$ cat config.mk
export PLATFORM = sky130hd
export DESIGN_NAME = simplified_aes_cipher_top
export DESIGN_NICKNAME = d
export VERILOG_FILES = /design/src/sac_pkg.sv /design/src/simplified_aes_cipher_top.sv /design/src/sac_key_expand.sv /design/src/sac_rounds.sv
export SDC_FILE = /design/constraint.sdc
export NUM_CORES = 1
export LEC_CHECK = 0
export ABC_AREA = 1
export BUFFER_PORTS_ARGS = -buffer_cell sky130_fd_sc_hd__buf_2
export CORE_ASPECT_RATIO = 0.7
export CORE_MARGIN = 4
export CORE_UTILIZATION = 40
export CTS_BUF_LIST = sky130_fd_sc_hd__clkbuf_16
export CTS_CLUSTER_DIAMETER = 80
export DETAILED_ROUTE_END_ITERATION = 16
export HOLD_SLACK_MARGIN = 0.1
export PLACE_DENSITY = 0.55
export SYNTH_ARGS = -nofsm -noshare
export SYNTH_HDL_FRONTEND = slang
export SYNTH_SLANG_ARGS = --single-unit
$ cat constraint.sdc
create_clock -name clk -period 6.5 [get_ports clk]
set_input_delay 0.65 -clock clk [delete_from_list [all_inputs] [get_ports clk]]
set_output_delay 0.65 -clock clk [all_outputs]
set_load 0.02 [all_outputs]
$ cat src/sac_pkg.sv
// Shared types, tables and nibble functions for the simplified AES cipher.
// No dependencies; used by every other file of the block.
`default_nettype none

package sac_pkg;

    typedef logic [3:0]  nibble_t;
    typedef logic [15:0] block_t;

    typedef struct packed {
        block_t k0;
        block_t k1;
        block_t k2;
    } round_keys_t;

    typedef enum logic {
        OP_ENCRYPT = 1'b0,
        OP_DECRYPT = 1'b1
    } op_t;

    localparam logic [7:0] RCON1 = 8'h80;
    localparam logic [7:0] RCON2 = 8'h30;

    // x^4 + x + 1, applied once the product spills into bit 4
    localparam logic [4:0] GF_POLY = 5'h13;

    localparam nibble_t MIX_FWD_D = 4'h1;
    localparam nibble_t MIX_FWD_O = 4'h4;
    localparam nibble_t MIX_INV_D = 4'h9;
    localparam nibble_t MIX_INV_O = 4'h2;

    localparam nibble_t SBOX_FWD [16] = '{
        4'h9, 4'h4, 4'hA, 4'hB, 4'hD, 4'h1, 4'h8, 4'h5,
        4'h6, 4'h2, 4'h0, 4'h3, 4'hC, 4'hE, 4'hF, 4'h7
    };

    localparam nibble_t SBOX_INV [16] = '{
        4'hA, 4'h5, 4'h9, 4'hB, 4'h1, 4'h7, 4'h8, 4'hF,
        4'h6, 4'h0, 4'h2, 4'h3, 4'hC, 4'h4, 4'hD, 4'hE
    };

    function automatic nibble_t gf16_mul(input nibble_t a, input nibble_t b);
        nibble_t    acc;
        logic [4:0] aa;
        acc = '0;
        aa  = {1'b0, a};
        for (int i = 0; i < 4; i++)
        begin
            if (b[i])
            begin
                acc = acc ^ aa[3:0];
            end
            aa = {aa[3:0], 1'b0};
            if (aa[4])
            begin
                aa = aa ^ GF_POLY;
            end
        end
        return acc;
    endfunction

    function automatic block_t sub_nib(input block_t s, input logic inv);
        block_t r;
        for (int i = 0; i < 4; i++)
        begin
            r[i*4 +: 4] = inv ? SBOX_INV[s[i*4 +: 4]] : SBOX_FWD[s[i*4 +: 4]];
        end
        return r;
    endfunction

    // nibbles n0..n3 (MSB first) become n0, n3, n2, n1
    function automatic block_t shift_row(input block_t s);
        return {s[15:12], s[3:0], s[7:4], s[11:8]};
    endfunction

    function automatic block_t mix_cols(input block_t s, input nibble_t d,
                                        input nibble_t o);
        nibble_t n0, n1, n2, n3;
        n0 = s[15:12];
        n1 = s[11:8];
        n2 = s[7:4];
        n3 = s[3:0];
        return {gf16_mul(d, n0) ^ gf16_mul(o, n1),
                gf16_mul(o, n0) ^ gf16_mul(d, n1),
                gf16_mul(d, n2) ^ gf16_mul(o, n3),
                gf16_mul(o, n2) ^ gf16_mul(d, n3)};
    endfunction

    function automatic block_t next_round_key(input block_t k, input logic [7:0] rc);
        logic [7:0] w0, w1, w2, w3, t;
        w0 = k[15:8];
        w1 = k[7:0];
        t  = {SBOX_FWD[w1[3:0]], SBOX_FWD[w1[7:4]]};
        w2 = w0 ^ rc ^ t;
        w3 = w2 ^ w1;
        return {w2, w3};
    endfunction

endpackage

`default_nettype wire

$ cat src/simplified_aes_cipher_top.sv
// Top level of the simplified AES cipher: input register, rounds, result register.
// Depends on sac_pkg, sac_key_expand and sac_rounds.
//
//   channel  | handshake      | payload
//   ---------+----------------+-------------------------------------------
//   input    | start / busy   | operation, data_block, cipher_key
//   result   | done (strobe)  | result_block
//
// An item taken into the input register passes the rounds into the result register, which drives done.
// One item is accepted every cycle; busy stays low, as nothing is shared.
// Reset clears the valid flags only; the payload registers hold no reset value.
// done lasts one cycle and the receiver has no way to hold it off.
`default_nettype none

module simplified_aes_cipher_top (
    input  wire         clk,
    input  wire         rst_n,
    input  wire         start,
    output logic        busy,
    input  wire         operation,
    input  wire  [15:0] data_block,
    input  wire  [15:0] cipher_key,
    output logic        done,
    output logic [15:0] result_block
);

    logic                 in_valid_reg;
    logic                 op_reg;
    sac_pkg::block_t      data_reg;
    sac_pkg::block_t      key_reg;
    logic                 out_valid_reg;
    sac_pkg::block_t      result_reg;

    sac_pkg::round_keys_t round_keys;
    sac_pkg::block_t      result_next;
    logic                 accept;

    assign busy   = 1'b0;
    assign accept = start && !busy;

    always_ff @(posedge clk or negedge rst_n)
    begin
        if (!rst_n)
        begin
            in_valid_reg  <= 1'b0;
            out_valid_reg <= 1'b0;
        end
        else
        begin
            in_valid_reg  <= accept;
            out_valid_reg <= in_valid_reg;
        end
    end

    always_ff @(posedge clk)
    begin
        if (accept)
        begin
            op_reg   <= operation;
            data_reg <= data_block;
            key_reg  <= cipher_key;
        end
        if (in_valid_reg)
        begin
            result_reg <= result_next;
        end
    end

    sac_key_expand u_key_expand (
        .cipher_key (key_reg),
        .round_keys (round_keys)
    );

    sac_rounds u_rounds (
        .operation    (sac_pkg::op_t'(op_reg)),
        .data_block   (data_reg),
        .round_keys   (round_keys),
        .result_block (result_next)
    );

    assign done         = out_valid_reg;
    assign result_block = result_reg;

endmodule

`default_nettype wire

$ cat src/sac_key_expand.sv
// Key schedule: expands the 16-bit cipher key into round keys K0, K1, K2.
// Depends on sac_pkg.
`default_nettype none

module sac_key_expand (
    input  wire sac_pkg::block_t      cipher_key,
    output sac_pkg::round_keys_t      round_keys
);

    sac_pkg::block_t k1;

    assign k1 = sac_pkg::next_round_key(cipher_key, sac_pkg::RCON1);

    always_comb
    begin
        round_keys.k0 = cipher_key;
        round_keys.k1 = k1;
        round_keys.k2 = sac_pkg::next_round_key(k1, sac_pkg::RCON2);
    end

endmodule

`default_nettype wire

$ cat src/sac_rounds.sv
// Both cipher rounds for encryption and decryption, purely combinational.
// Depends on sac_pkg; round keys come from sac_key_expand.
`default_nettype none

module sac_rounds (
    input  wire sac_pkg::op_t         operation,
    input  wire sac_pkg::block_t      data_block,
    input  wire sac_pkg::round_keys_t round_keys,
    output sac_pkg::block_t           result_block
);

    sac_pkg::block_t enc, dec;

    always_comb
    begin
        enc = data_block ^ round_keys.k0;
        enc = sac_pkg::shift_row(sac_pkg::sub_nib(enc, 1'b0));
        enc = sac_pkg::mix_cols(enc, sac_pkg::MIX_FWD_D, sac_pkg::MIX_FWD_O);
        enc = enc ^ round_keys.k1;
        enc = sac_pkg::shift_row(sac_pkg::sub_nib(enc, 1'b0));
        enc = enc ^ round_keys.k2;
    end

    always_comb
    begin
        dec = data_block ^ round_keys.k2;
        dec = sac_pkg::sub_nib(sac_pkg::shift_row(dec), 1'b1);
        dec = dec ^ round_keys.k1;
        dec = sac_pkg::mix_cols(dec, sac_pkg::MIX_INV_D, sac_pkg::MIX_INV_O);
        dec = sac_pkg::sub_nib(sac_pkg::shift_row(dec), 1'b1);
        dec = dec ^ round_keys.k0;
    end

    always_comb
    begin
        case (operation)
            sac_pkg::OP_ENCRYPT: result_block = enc;
            sac_pkg::OP_DECRYPT: result_block = dec;
            default:             result_block = enc;
        endcase
    end

endmodule

`default_nettype wire

==> key figures <==
Outcome
  • Status: finished clean

Floorplanning
  • I/O pins: 54
  • Area of the die: 23200 µm²
  • Core box area: 20120 µm²
  • Num rows: 43
  • Width of the chip: 180.3 µm
  • Die height: 128.6 µm
  • Initial Util: 0.4133

Routing
  • Vias after detailed routing: 8115
  • Drc violations: 0
  • Vias per cell: 5.229
  • Final ANT Viol Nets: 0
  • Routed Wire Length: 25380 µm
  • First-pass DRT Iterations: 6
  • Number of DRC markers in iteration 0: 887
  • Routed length per instance: 16.35 µm

Logic synthesis
  • Ys async rst share: 0.03922
  • Most used DFF post-synth: edfxtp_1
  • Sequential fraction of the synthesis area: 0.1829
  • Cell count after synthesis: 1227
  • Register bit count reported by yosys: 51
  • Top area cells in the synthesized netlist: edfxtp_1, ha_1, nand2_1, nand3_1, inv_1
  • Commonest cells post-synth: nand2_1, nand3_1, inv_1
  • Share of the synthesized area in the top cell type: 0.1769
  • Count of warnings emitted by yosys: 0
  • Area of the mapped netlist: 8317 µm²
  • Post-synth EDFFs: 49
  • Most frequent cell after synthesis: nand2_1
  • Dominant cell type by area after synthesis: edfxtp_1
  • Netlist cell types: 45
  • Syn Nets: 1378
  • Syn avg cell area: 6.778 µm²

Power and ir drop
  • Pleak: 4.675 nW
  • Sw frac: 0.5943
  • Final total power: 0.004383 W
  • Worst vdd ir: 0.0001797 V
  • Sequential share of power: 0.119
  • Switching Power: 0.002605 W
  • Clk network pwr share: 0.061
  • Power per cell area: 485.9 nW/µm²
  • Power Internal: 0.001778 W
  • Logic pwr share: 0.820

GRT
  • GRT Util Overall: 0.2137
  • First-pass GRT wire length: 38870 µm
  • Grt total ovfl: 0
  • Met3 Use GR: 0.05001
  • Busiest grt layer: met1
  • Largest net degree at the start of global routing: 35
  • M2 GR Usage: 0.2835
  • Vias in the first global route: 6957
  • Global routing usage on met1: 0.3493
  • Initial antenna violation count: 0

Setup path
  • Max FO, Critical Path: 10
  • Startpoint Class: flop
  • CP Capture Type: flop
  • Most used cell, CP: nand2_1
  • Crit path required time: 6.56 ns
  • Largest stage delay on the critical path: 0.60 ns
  • Critical path type: reg -> reg
  • Arrival time of the worst setup path: 5.49 ns
  • CP max stage cell: edfxtp_1

Timing
  • RSZ-0062 raised after global routing: no
  • Layout Skew: 0.006112 ns
  • Final Max Tran Viols: 0
  • Fin crit share: 0.8360
  • Tmin final: 5.434 ns
  • Final hold vios: 0
  • Worst-Margin Slew: 1.061 ns
  • Worst slew margin: 0.2929
  • Final setup fails: 0
  • FMAX: 184.0 MHz
  • Fin Setup TNS: 0 ns

Final layout
  • P&R area growth vs syn: 8.470%
  • Nets: 1432
  • Layout cells sized above 1: 0.1451
  • Diode count: 0

Clocking
  • CTS clk-pin slew, worst paths: 0.07 ns
  • TritonCTS clock tree: built
  • Worst-skew pair later-pin latency: 0.31 ns
  • Maximum clock insertion buffer count: 2
  • Cts bufs inserted: 5
  • Clock sink count: 51
  • CTS HTree Levels: 2
  • CTS root buf: clkbuf_16
  • CTS resizes: 0

Placement
  • Hpwl dp: 20600 µm
  • Port bufs: 52
  • GP Congestion: 0.9113

Hold path
  • Hold Crit Class: in -> reg

Flow run
  • Max-Cap Viols: 0
[metrics by stage]
| step | setup WS (ns) | hold slack (ns) | util | std cells | area (µm²) |
|---|---|---|---|---|---|
| after floorplan | 1.960 | 0.3544 | - | 1227 | 8317 |
| after global placement | 1.084 | 0.4373 | 0.4410 | 1543 | 8874 |
| after detailed placement | 1.072 | 0.4386 | 0.4410 | 1543 | 8874 |
| after CTS | 1.056 | 0.4963 | 0.4483 | 1552 | 9021 |
| after global routing | 0.5079 | 0.4967 | 0.4483 | 1552 | 9021 |
| final | 1.066 | 0.5083 | 0.4483 | 1552 | 9021 |
[logic make-up (layout without fill, tap and decap cells)]
| group | count (synthesis) | in the layout | synth area share |
|---|---|---|---|
| AOI/OAI and AO/OA | 109 | 109 | 0.07417 |
| xor gates and xnor gates | 61 | 61 | 0.07507 |
| adders and majority gates | 115 | 115 | 0.1730 |
| buffers and inverters | 146 | 201 | 0.06996 |
| DFF | 51 | 51 | 0.1829 |
| other | 1 | 1 | 0.0004509 |
| and+or+nand+nor | 744 | 744 | 0.4244 |
[cells in the final DEF (no fill, tap or decap), drive strengths merged, types with 2 or more instances in the layout]
cell	n
buf	56
a21oi	24
clkbuf	5
xor2	45
o211ai	8
nor3	3
inv	136
o21ai	61
a31oi	3
o31ai	5
nand3b	10
nand2	442
xnor2	16
clkinv	3
nand4	15
or2	18
edfxtp	49
dfrtp	2
nand3	233
nor2	23
ha	115
[area by class of cell]
cell class	count	area, µm²
clock buffers	5	125.1
clock inverters	3	12.51
fillers	2121	11100
inverters	136	510.5
multi-input cells	1030	6213
flip-flops and latches	51	1521
well taps	270	337.8
repair buffers	57	300.3
[timing repair]
action | in CTS | in global routing
endpoints found under the hold margin | 2 | 0
hold buffers | 1 | 0
setup buffers | 0 | 0
[worst paths after layout]
kind | startpoint | end | slack, ns | cells past startpoint
max | key_reg[4] | result_block[6] | 1.07 | 38
max in group asynchronous | rst_n | done | 5.76 | 2
min in group asynchronous | rst_n | in_valid_reg | 0.64 | 2
max reg2reg | key_reg[4] | result_block[6] | 1.07 | 38
min | data_block[0] | data_reg[0] | 0.51 | 1
min reg2reg | key_reg[15] | result_block[15] | 0.83 | 3
[critical path: cells and delay by family (launching register included)]
kind,cells,cell delay [ns]
DFF,1,0.60
buffers and inverters,6,0.78
and+or+nand+nor,28,2.85
adders and majority gates,4,0.94
[metal layers]
layer | share of wire | routed length (µm)
met1 | 0.54 | 13690
met2 | 0.37 | 9288
met3 | 0.085 | 2163
met4 | 0.0093 | 237
met5 | 0 | 0
[power by group through the flow]
stage / sequential [W] / combinational, W / clock (W)
floorplan: 0.000581 / 0.00268 / 0
global placement: 0.000530 / 0.00355 / 0
detailed placement: 0.000527 / 0.00354 / 0
CTS: 0.000522 / 0.00356 / 0.000280
global route: 0.000530 / 0.00407 / 0.000292
finish: 0.000521 / 0.00359 / 0.000269
(Power assumes the default switching activity.)
